--- src/lrcs_pkg.sv ---
// shared types and constants for the least-run-count scheduler
package lrcs_pkg;

    localparam int MASK_W     = 16;
    localparam int OUT_TASK_W = 4;
    localparam int COUNT_W    = 32;

    localparam logic [COUNT_W-1:0] COUNT_MAX = {COUNT_W{1'b1}};

    typedef enum logic [1:0] {
        ST_IDLE,
        ST_PICK,
        ST_WRITE
    } t_state;

    // phase strobes from the sequencer to every cell
    typedef struct packed {
        logic pick;
        logic update;
    } t_cell_ctl;

    // left-to-right chain between neighboring cells
    typedef struct packed {
        logic hit;
        logic past;
    } t_chain_link;

endpackage

--- src/lrcs_if.sv ---
// handshake channels for scheduling requests and decisions
interface lrcs_in_if;
    logic                          valid;
    logic                          ready;
    logic [lrcs_pkg::MASK_W-1:0]   runnable_mask;

    modport source (output valid, output runnable_mask, input ready);
    modport sink   (input valid, input runnable_mask, output ready);
endinterface

interface lrcs_out_if;
    logic                             valid;
    logic                             ready;
    logic                             found;
    logic [lrcs_pkg::OUT_TASK_W-1:0]  chosen_task;
    logic [lrcs_pkg::COUNT_W-1:0]     chosen_count;

    modport source (output valid, output found, output chosen_task, output chosen_count,
                    input ready);
    modport sink   (input valid, input found, input chosen_task, input chosen_count,
                    output ready);
endinterface

--- src/lrcs_cell.sv ---
// one queue entry: task number, run count, select flag and shift logic
module lrcs_cell #(
    parameter int TASK_W    = 4,
    parameter int TASK_SPAN = 16,
    parameter int INDEX     = 0
) (
    input  logic                          i_clk,
    input  logic                          i_rst_n,
    input  lrcs_pkg::t_cell_ctl           i_ctl,
    input  logic [TASK_SPAN-1:0]          i_mask,
    input  lrcs_pkg::t_chain_link         i_link,
    output lrcs_pkg::t_chain_link         o_link,
    input  logic [TASK_W-1:0]             i_new_task,
    input  logic [lrcs_pkg::COUNT_W-1:0]  i_new_count,
    input  logic [TASK_W-1:0]             i_right_task,
    input  logic [lrcs_pkg::COUNT_W-1:0]  i_right_count,
    input  logic                          i_right_shift,
    output logic [TASK_W-1:0]             o_task,
    output logic [lrcs_pkg::COUNT_W-1:0]  o_count,
    output logic                          o_shift,
    output logic                          o_sel,
    output logic [TASK_W-1:0]             o_pick_task,
    output logic [lrcs_pkg::COUNT_W-1:0]  o_pick_count
);

    logic [TASK_W-1:0]            r_task;
    logic [lrcs_pkg::COUNT_W-1:0] r_count;
    logic                         r_sel;
    logic                         w_runnable;
    logic                         w_sel;

    assign w_runnable  = i_mask[r_task];
    assign w_sel       = w_runnable & ~i_link.hit;
    assign o_link.hit  = i_link.hit | w_runnable;
    assign o_link.past = i_link.past | r_sel;
    // entries behind the chosen one whose count is below the new count slide forward
    assign o_shift     = i_link.past & (r_count < i_new_count);

    assign o_task       = r_task;
    assign o_count      = r_count;
    assign o_sel        = r_sel;
    assign o_pick_task  = w_sel ? r_task : '0;
    assign o_pick_count = w_sel ? r_count : '0;

    always_ff @(posedge i_clk) begin
        if (!i_rst_n) begin
            r_task  <= TASK_W'(INDEX);
            r_count <= '0;
            r_sel   <= 1'b0;
        end else begin
            if (i_ctl.pick) begin
                r_sel <= w_sel;
            end
            if (i_ctl.update) begin
                if ((r_sel | i_link.past) & i_right_shift) begin
                    r_task  <= i_right_task;
                    r_count <= i_right_count;
                end else if (r_sel | o_shift) begin
                    r_task  <= i_new_task;
                    r_count <= i_new_count;
                end
            end
        end
    end

endmodule

--- src/least_run_count_scheduler_unit.sv ---
// Least-run-count scheduler: a row of TASKS cells holds the task queue in ascending run
// count order. Each request has a pick phase and then a write phase. In the pick phase, a
// priority chain through the cells finds the first runnable task in queue order and its
// count is incremented with saturation; in the write phase, every entry behind the chosen
// one with a count below the new count moves forward and the chosen task fills the gap; the
// decision is loaded into the output register. A new request is taken in the write phase
// while the output register is free or being emptied, so a stalled output holds the block.
// When no task is runnable the queue is left unchanged and found, task and count are zero.
module least_run_count_scheduler_unit #(
    parameter int TASKS = 16
) (
    input  logic             i_clk,
    input  logic             i_rst_n,
    lrcs_in_if.sink          i_in,
    lrcs_out_if.source       o_out
);

    localparam int TASK_W    = $clog2(TASKS);
    localparam int TASK_SPAN = 1 << TASK_W;

    lrcs_pkg::t_state                r_state;
    lrcs_pkg::t_state                n_state;
    logic [lrcs_pkg::MASK_W-1:0]     r_mask;
    logic                            r_found;
    logic [TASK_W-1:0]               r_task_c;
    logic [lrcs_pkg::COUNT_W-1:0]    r_count_c;
    logic                            r_out_valid;
    logic                            r_out_found;
    logic [lrcs_pkg::OUT_TASK_W-1:0] r_out_task;
    logic [lrcs_pkg::COUNT_W-1:0]    r_out_count;

    logic                            w_accept;
    logic                            w_can_out;
    logic                            w_finish;
    lrcs_pkg::t_cell_ctl             w_ctl;
    logic [TASK_SPAN-1:0]            w_mask_vec;
    lrcs_pkg::t_chain_link           w_link [TASKS+1];
    logic [TASK_W-1:0]               w_task [TASKS+1];
    logic [lrcs_pkg::COUNT_W-1:0]    w_count [TASKS+1];
    logic                            w_shift [TASKS+1];
    logic [TASKS-1:0]                w_sel;
    logic [TASK_W-1:0]               w_pick_task [TASKS];
    logic [lrcs_pkg::COUNT_W-1:0]    w_pick_count [TASKS];
    logic [TASK_W-1:0]               w_sel_task;
    logic [lrcs_pkg::COUNT_W-1:0]    w_sel_count;
    logic [lrcs_pkg::COUNT_W-1:0]    w_inc_count;
    logic [TASK_W+lrcs_pkg::OUT_TASK_W-1:0] w_task_ext;

    // tasks without a mask bit are never runnable
    for (genvar k = 0; k < TASK_SPAN; k++) begin : g_mask
        if (k < lrcs_pkg::MASK_W) begin : g_bit
            assign w_mask_vec[k] = r_mask[k];
        end else begin : g_none
            assign w_mask_vec[k] = 1'b0;
        end
    end

    assign w_link[0]      = '0;
    assign w_task[TASKS]  = '0;
    assign w_count[TASKS] = '0;
    assign w_shift[TASKS] = 1'b0;

    for (genvar k = 0; k < TASKS; k++) begin : g_cell
        lrcs_cell #(
            .TASK_W    (TASK_W),
            .TASK_SPAN (TASK_SPAN),
            .INDEX     (k)
        ) u_cell (
            .i_clk         (i_clk),
            .i_rst_n       (i_rst_n),
            .i_ctl         (w_ctl),
            .i_mask        (w_mask_vec),
            .i_link        (w_link[k]),
            .o_link        (w_link[k+1]),
            .i_new_task    (r_task_c),
            .i_new_count   (r_count_c),
            .i_right_task  (w_task[k+1]),
            .i_right_count (w_count[k+1]),
            .i_right_shift (w_shift[k+1]),
            .o_task        (w_task[k]),
            .o_count       (w_count[k]),
            .o_shift       (w_shift[k]),
            .o_sel         (w_sel[k]),
            .o_pick_task   (w_pick_task[k]),
            .o_pick_count  (w_pick_count[k])
        );
    end

    // one-hot select, so an or of the gated entries is the chosen one
    always_comb begin
        w_sel_task  = '0;
        w_sel_count = '0;
        for (int k = 0; k < TASKS; k++) begin
            w_sel_task  = w_sel_task | w_pick_task[k];
            w_sel_count = w_sel_count | w_pick_count[k];
        end
    end

    assign w_inc_count = (w_sel_count == lrcs_pkg::COUNT_MAX) ? w_sel_count
                                                              : w_sel_count + 1'b1;
    assign w_task_ext  = {{lrcs_pkg::OUT_TASK_W{1'b0}}, r_task_c};

    assign w_can_out  = ~r_out_valid | o_out.ready;
    assign w_finish   = (r_state == lrcs_pkg::ST_WRITE) & w_can_out;
    assign i_in.ready = (r_state == lrcs_pkg::ST_IDLE) | w_finish;
    assign w_accept   = i_in.valid & i_in.ready;

    always_comb begin
        n_state      = r_state;
        w_ctl.pick   = 1'b0;
        w_ctl.update = 1'b0;
        case (r_state)
            lrcs_pkg::ST_IDLE: begin
                if (w_accept) begin
                    n_state = lrcs_pkg::ST_PICK;
                end
            end
            lrcs_pkg::ST_PICK: begin
                w_ctl.pick = 1'b1;
                n_state    = lrcs_pkg::ST_WRITE;
            end
            lrcs_pkg::ST_WRITE: begin
                if (w_can_out) begin
                    w_ctl.update = r_found;
                    n_state      = w_accept ? lrcs_pkg::ST_PICK : lrcs_pkg::ST_IDLE;
                end
            end
            default: begin
                n_state = lrcs_pkg::ST_IDLE;
            end
        endcase
    end

    always_ff @(posedge i_clk) begin
        if (!i_rst_n) begin
            r_state     <= lrcs_pkg::ST_IDLE;
            r_out_valid <= 1'b0;
            r_found     <= 1'b0;
        end else begin
            r_state <= n_state;
            if (w_ctl.pick) begin
                r_found <= w_link[TASKS].hit;
            end
            if (w_finish) begin
                r_out_valid <= 1'b1;
            end else if (o_out.ready) begin
                r_out_valid <= 1'b0;
            end
        end
    end

    always_ff @(posedge i_clk) begin
        if (w_accept) begin
            r_mask <= i_in.runnable_mask;
        end
        if (w_ctl.pick) begin
            r_task_c  <= w_sel_task;
            r_count_c <= w_inc_count;
        end
        if (w_finish) begin
            r_out_found <= r_found;
            r_out_task  <= r_found ? w_task_ext[lrcs_pkg::OUT_TASK_W-1:0] : '0;
            r_out_count <= r_found ? r_count_c : '0;
        end
    end

    assign o_out.valid        = r_out_valid;
    assign o_out.found        = r_out_found;
    assign o_out.chosen_task  = r_out_task;
    assign o_out.chosen_count = r_out_count;

    // at most one cell holds the select flag
    a_sel_onehot: assert property (@(posedge i_clk) disable iff (!i_rst_n)
        $onehot0(w_sel))
        else $error("more than one cell selected");

    // the found flag agrees with the cell select flags during the update
    a_found_sel: assert property (@(posedge i_clk) disable iff (!i_rst_n)
        (r_state == lrcs_pkg::ST_WRITE) |-> (r_found == (|w_sel)))
        else $error("found flag disagrees with cell selection");

    // an accepted request always goes to the pick phase
    a_accept_pick: assert property (@(posedge i_clk) disable iff (!i_rst_n)
        w_accept |=> (r_state == lrcs_pkg::ST_PICK))
        else $error("accepted request not picked");

    // a finished decision is presented in the next cycle
    a_finish_out: assert property (@(posedge i_clk) disable iff (!i_rst_n)
        w_finish |=> r_out_valid)
        else $error("decision lost");

    // a decision with nothing found reports zero task and count
    a_none_zero: assert property (@(posedge i_clk) disable iff (!i_rst_n)
        (r_out_valid && !r_out_found) |-> (r_out_task == '0 && r_out_count == '0))
        else $error("empty decision carries data");

endmodule

--- src/flat_wrapper.sv ---
// flat-port wrapper written by rule: the top's interface ports become plain ports
module least_run_count_scheduler_unit_flat 
#(
    parameter int TASKS = 16
)
  (i_clk, i_rst_n, i_in_valid, i_in_runnable_mask, i_in_ready, o_out_valid, o_out_found, o_out_chosen_task, o_out_chosen_count, o_out_ready);
  lrcs_in_if i_in_i ();
  lrcs_out_if o_out_i ();
  input  logic i_clk;
  input  logic i_rst_n;
  input wire logic [$bits(i_in_i.valid)-1:0] i_in_valid;
  input wire logic [$bits(i_in_i.runnable_mask)-1:0] i_in_runnable_mask;
  output wire logic [$bits(i_in_i.ready)-1:0] i_in_ready;
  output wire logic [$bits(o_out_i.valid)-1:0] o_out_valid;
  output wire logic [$bits(o_out_i.found)-1:0] o_out_found;
  output wire logic [$bits(o_out_i.chosen_task)-1:0] o_out_chosen_task;
  output wire logic [$bits(o_out_i.chosen_count)-1:0] o_out_chosen_count;
  input wire logic [$bits(o_out_i.ready)-1:0] o_out_ready;
  assign i_in_i.valid = i_in_valid;
  assign i_in_i.runnable_mask = i_in_runnable_mask;
  assign i_in_ready = i_in_i.ready;
  assign o_out_valid = o_out_i.valid;
  assign o_out_found = o_out_i.found;
  assign o_out_chosen_task = o_out_i.chosen_task;
  assign o_out_chosen_count = o_out_i.chosen_count;
  assign o_out_i.ready = o_out_ready;
  least_run_count_scheduler_unit #(.TASKS(TASKS)) u_core (.i_clk(i_clk), .i_rst_n(i_rst_n), .i_in(i_in_i), .o_out(o_out_i));
endmodule
--- config.mk ---
export PLATFORM = sky130hd
export DESIGN_NAME = least_run_count_scheduler_unit_flat
export DESIGN_NICKNAME = d
export VERILOG_FILES = /design/src/lrcs_pkg.sv /design/src/lrcs_if.sv /design/src/lrcs_cell.sv /design/src/least_run_count_scheduler_unit.sv /design/src/flat_wrapper.sv
export SDC_FILE = /design/constraint.sdc
export NUM_CORES = 2
export LEC_CHECK = 0
export BUFFER_PORTS_ARGS = -buffer_cell sky130_fd_sc_hd__buf_2
export CORE_UTILIZATION = 61
export DETAILED_ROUTE_END_ITERATION = 8
export PLACE_DENSITY = 0.83
export SLEW_MARGIN = 20
export SYNTH_ARGS = -nofsm -noshare
export SYNTH_HDL_FRONTEND = slang
export SYNTH_HIERARCHICAL = 1
export SYNTH_SLANG_ARGS = --single-unit
export TNS_END_PERCENT = 1
--- constraint.sdc ---
create_clock -name i_clk -period 7.53 [get_ports i_clk]
set_input_delay 0.3765 -clock i_clk [delete_from_list [all_inputs] [get_ports i_clk]]
set_output_delay 0.3765 -clock i_clk [all_outputs]
set_load 0.03 [all_outputs]
* After elaboration in Yosys (flattened, before gate mapping)
Index checks and enable logic that the tools add are counted.
** Word-level totals
- Bits in registers :: 685
- Latch bits :: 0
- Memory bits (writable) :: 0
- Memory bits (read-only) :: 0
- Input port bits :: 20
- Output and inout bits :: 39
- Logic and storage cells :: 401
- Memories :: 0
** Operators by class
- Add/sub/neg operators :: 1
- $mul :: 0
- Divide/modulo/power cells :: 0
- Magnitude comparators :: 31
- Equal/unequal tests :: 5
- Shift-type cells :: 0
- Multiplexer cells :: 134
- Bitwise operators :: 139
- Reduce and logical (&&, ||, !) cells :: 34
** Operator list (number)
- $mux 32 :: 47
- $lt 32x32->1 :: 15
- $or 32x32->32 :: 15
- $mux 4 :: 46
- $lt 4x5->1 const B :: 16
- $bmux 1 s4 :: 16
- $or 4x4->4 :: 15
- $and 1x1->1 :: 47
- $or 1x1->1 :: 46
- $reduce_and 2->1 :: 17
- $add 32x1->32 const B :: 1
- $eq 32x32->1 const B :: 1
- $reduce_bool 2->1 :: 16
- $mux 1 :: 22
- $not 1->1 :: 16
- $pmux 2 s3 :: 1
- $mux 2 :: 2
- $ne 2x1->1 const B :: 2
- $eq 2x1->1 const B :: 1
- $eq 2x2->1 const B :: 1
- $logic_not 2->1 :: 1

* Depth between registers and ports, before layout
- Depth after elaboration :: 22
- Mapped depth :: 30
- Depth with buffers taken out :: 28

* Hierarchy
The synthesis kept the hierarchy.
** Modules (own cells, without submodules)
- lrcs_cell at u_core.g_cell[10].u_cell ... :: times used 5, cells an instance 367, area each 3072.9 um^2, sequential area each 740.7 um^2
- lrcs_cell at u_core.g_cell[11].u_cell ... :: times used 3, cells an instance 367, area each 3078.0 um^2, sequential area each 740.7 um^2
- lrcs_cell at u_core.g_cell[1].u_cell ... :: times used 3, cells an instance 367, area each 3069.2 um^2, sequential area each 740.7 um^2
- least_run_count_scheduler_unit :: times used 1, cells an instance 447, area each 5198.7 um^2, sequential area each 2752.6 um^2
- lrcs_cell at u_core.g_cell[7].u_cell :: times used 1, cells an instance 366, area each 3215.6 um^2, sequential area each 740.7 um^2
- lrcs_cell at u_core.g_cell[8].u_cell :: times used 1, cells an instance 366, area each 3203.1 um^2, sequential area each 740.7 um^2
- lrcs_cell at u_core.g_cell[9].u_cell :: times used 1, cells an instance 366, area each 3111.7 um^2, sequential area each 740.7 um^2
- lrcs_cell at u_core.g_cell[15].u_cell :: times used 1, cells an instance 367, area each 3080.5 um^2, sequential area each 740.7 um^2
- lrcs_cell at u_core.g_cell[0].u_cell :: times used 1, cells an instance 367, area each 3070.4 um^2, sequential area each 740.7 um^2

* Worst setup path after synthesis
Ideal clock, no wire load.
- Kind :: register -> register
- Start point :: register u_core/r_mask[15] in the netlist's numbering
- End point :: register u_core/r_count_c[3] in the netlist's numbering, data pin
- Setup time :: 0.261 ns
- Arrival time :: 5.660 ns
- Data required time :: 7.269 ns
- Setup slack :: 1.609 ns
- Stages on the path, launching flop included :: 30
- Buffers on the path :: 2
- Period minus slack after synthesis :: 5.921 ns
- Path through :: edfxtp_1 mux4_2 mux2i_1 mux2_2 nand2b_1 nand2b_1 nand2b_1 nand2b_1 nand2b_1 nand2b_1 nand2b_1 nand2b_1 nand2b_1 nand2b_1 nand2b_1 nand2b_1 nand2b_1 nand2b_1 nand2b_1 nor2_1 clkbuf_1 and2_1 nor4_1 nand4_1 nand4_2 or3_1 nand4b_4 buf_6 and3_1 xor2_1
** RTL lines
- from (decl) :: line least_run_count_scheduler_unit.sv:23 : logic [lrcs_pkg::MASK_W-1:0] r_mask;
- from (signal assigned) :: line least_run_count_scheduler_unit.sv:154 : r_mask <= i_in.runnable_mask;
- to (signal assigned) :: line least_run_count_scheduler_unit.sv:158 : r_count_c <= w_inc_count;
- to (decl) :: line least_run_count_scheduler_unit.sv:26 : logic [lrcs_pkg::COUNT_W-1:0] r_count_c;

==> metrics.txt <==
Critical Path Start Type=register; Leak=29.7 nW; CTS H-tree depth=3; post-route ant nets=0; DIE AREA=approximately 91,000 um^2; Mapped Cells=6,314; sequential power share=42.2%; number of synthesis warnings=6; total CTS buffers=80; CTS tree=built; DRC viols=24; initial core utilization=between 60% and 70%; status=finished with violations; Logic pwr share=12.3%; DR iter-0 viols=~5,500; Sw Pwr=between 2 and 2.5 mW; Final Setup Violations=0; Slew Limit Fails=37; grt total ovfl=0; Final Cycle Share=between 90% and 100%; post-detail-place hpwl=125 mm; Avg Inst Size Synth=8.66 um^2; Row Count=~110; CP Max Fanout=36; via count=48,000; clk sinks=~690; final-layout fill cell count=roughly 7,000; routed wire length=around 180 mm; first drt pass iteration count=9; NumNets Final=between 6,000 and 7,000; DP Area=55,700 um^2; chip height=301 um; WS Path Type=reg2reg; CP required=~8 ns; clk_skew=0.0283 ns; CTS Root Cell=clkbuf_16; Max stage delay cell, worst path=edfxtp_1; CP arrival=~7.6 ns; Layout area overhead=7.38%; Syn Std Cell Area=~55,000 um^2; first-pass GRT wire length=267 mm; final hold viol count=0; Sw Share=a little over a quarter; core area=~90,000 um^2; Slew @ Worst Pin=roughly 2.1 ns; GPL Wtd Cong=between 0.9 and 1; Ports=slightly below 60; CP endpoint kind=register; clock power share=between 40 and 50%; Peak supply drop=0.000154 V; design internal power=6.62 mW; Max Cap Viol=0; most frequent cells in the layout=nand2_1, mux2i_1, and2_1, dfxtp_1, mux2_2; Vias per Instance=approximately 6.4; PortBufs=58; GRT Overall Usage=approximately two fifths; violated checks=design-rule violations, max-slew violations; Max Fclk=0.139 GHz; largest stage delay on the critical path=0.59 ns; antenna violations before repair=7; commonest non-fill, non-tap cell in the layout=nand2_1; PwrDens=154 nW/um^2; Hold Path Class=in2reg; design area=between 50,000 and 60,000 um^2; clock tree buffer depth=3; vias in the first global route=between 40,000 and 50,000; share of cells above drive strength 1=about 16%; pin count of the biggest net entering global routing=about 230; most frequent CP cell=nand2b_1; Clock Pin Slew Worst Setup and Hold Paths=0.06 ns; relative slew slack=-42.3%; Period minus WS final=approximately 7.2 ns; Avg WL per Cell=around 24 um; Final Power=just over 9 mW; setup TNS=0 ns; Clock Latency Late Sink=about 0.66 ns; die width=roughly 300 um
[worst max-delay path, delay by kind of cell, from the launching register on]
family | cells | cell delay (ns)
simple gates | 23 | 4.47
mux | 3 | 0.96
flops | 1 | 0.59
buf+inv | 2 | 0.37
compound gates | 1 | 0.27
fa+ha+maj | 1 | 0.24
[power by group through the flow]
stage               clock, mW  combinational [mW]  sequential, mW
finish                   4.12                1.12            3.82
global route             4.28                1.19            3.83
CTS                      4.14                1.08            3.82
detailed placement          0                1.06            3.90
global placement            0                1.03            3.90
floorplan                   0               0.798            3.89
[state kept, by name, summed over array words and instances, names as in the netlist]
name and flops:
u_core/r_mask 16, u_core/o_out.chosen_count 32, u_core/g_cell.u_cell/o_count 512, u_core/g_cell.u_cell/o_sel 16
u_core/r_state 2, u_core/g_cell.u_cell/o_task 64, u_core/o_out.chosen_task 4, u_core/o_out.valid 1
u_core/r_count_c 32, u_core/r_task_c 4, u_core/o_out.found 1, u_core/r_found 1
[metal layers]
metal	up-vias	routed length [um]	global-route usage, %	share of wire (%)
li1	21700	-	-	-
met1	23000	70600	48.0	40
met2	2615	77000	58.4	43
met3	655	19500	9.93	11
met4	2	11300	22.3	6.3
met5	-	9	0	0.0050
[cell type report]
type | count | area (um^2) | share of cell area [%]
sequential | 685 | 14600 | 24.9
clock buffer | 117 | 2390 | 4.07
inverter | 509 | 1910 | 3.25
antenna | 7 | 17.5 | 0.0298
clock inverter | 30 | 335 | 0.571
multi-input combinational | 4850 | 36600 | 62.4
tap | 1165 | 1460 | 2.48
timing repair buffer | 181 | 1360 | 2.31
[stage by stage]
step,utilization [%],cells,worst slack [ns],hold WS (ns)
2_1_floorplan,-,6357,1.61,0.426
3_3_place_gp,62.8,7364,0.415,0.461
3_5_place_dp,62.8,7364,0.283,0.473
4_1_cts,66.1,7529,0.250,0.337
5_1_grt,66.2,7538,-0.00318,0.378
6_report,66.2,7544,0.345,0.331
[final timing paths]
| kind | start | endpoint | slack, ns | depth (start not counted) |
|---|---|---|---|---|
| worst max-delay path | u_core/r_mask[12]$_DFFE_PP_ | u_core/r_count_c[6]$_DFFE_PP_ | 0.35 | 30 |
| worst min register to register | u_core/g_cell[0].u_cell/o_count[17]$_SDFFE_PN0P_ | u_core/g_cell[0].u_cell/o_count[17]$_SDFFE_PN0P_ | 0.48 | 2 |
| worst max register to register | u_core/r_mask[12]$_DFFE_PP_ | u_core/r_count_c[6]$_DFFE_PP_ | 0.35 | 30 |
| worst min-delay path | i_rst_n | u_core/g_cell[6].u_cell/o_count[3]$_SDFFE_PN0P_ | 0.33 | 3 |
[timing repair]
| item | in CTS | in global routing |
|---|---|---|
| hold buffers | 18 | 0 |
| resized for setup | 0 | 2 |
| endpoints found under the setup margin | 0 | 30 |
| setup buffers | 0 | 7 |
| hold endpoints to repair | 18 | 0 |
Note: power is estimated with default switching activity, not from simulation.
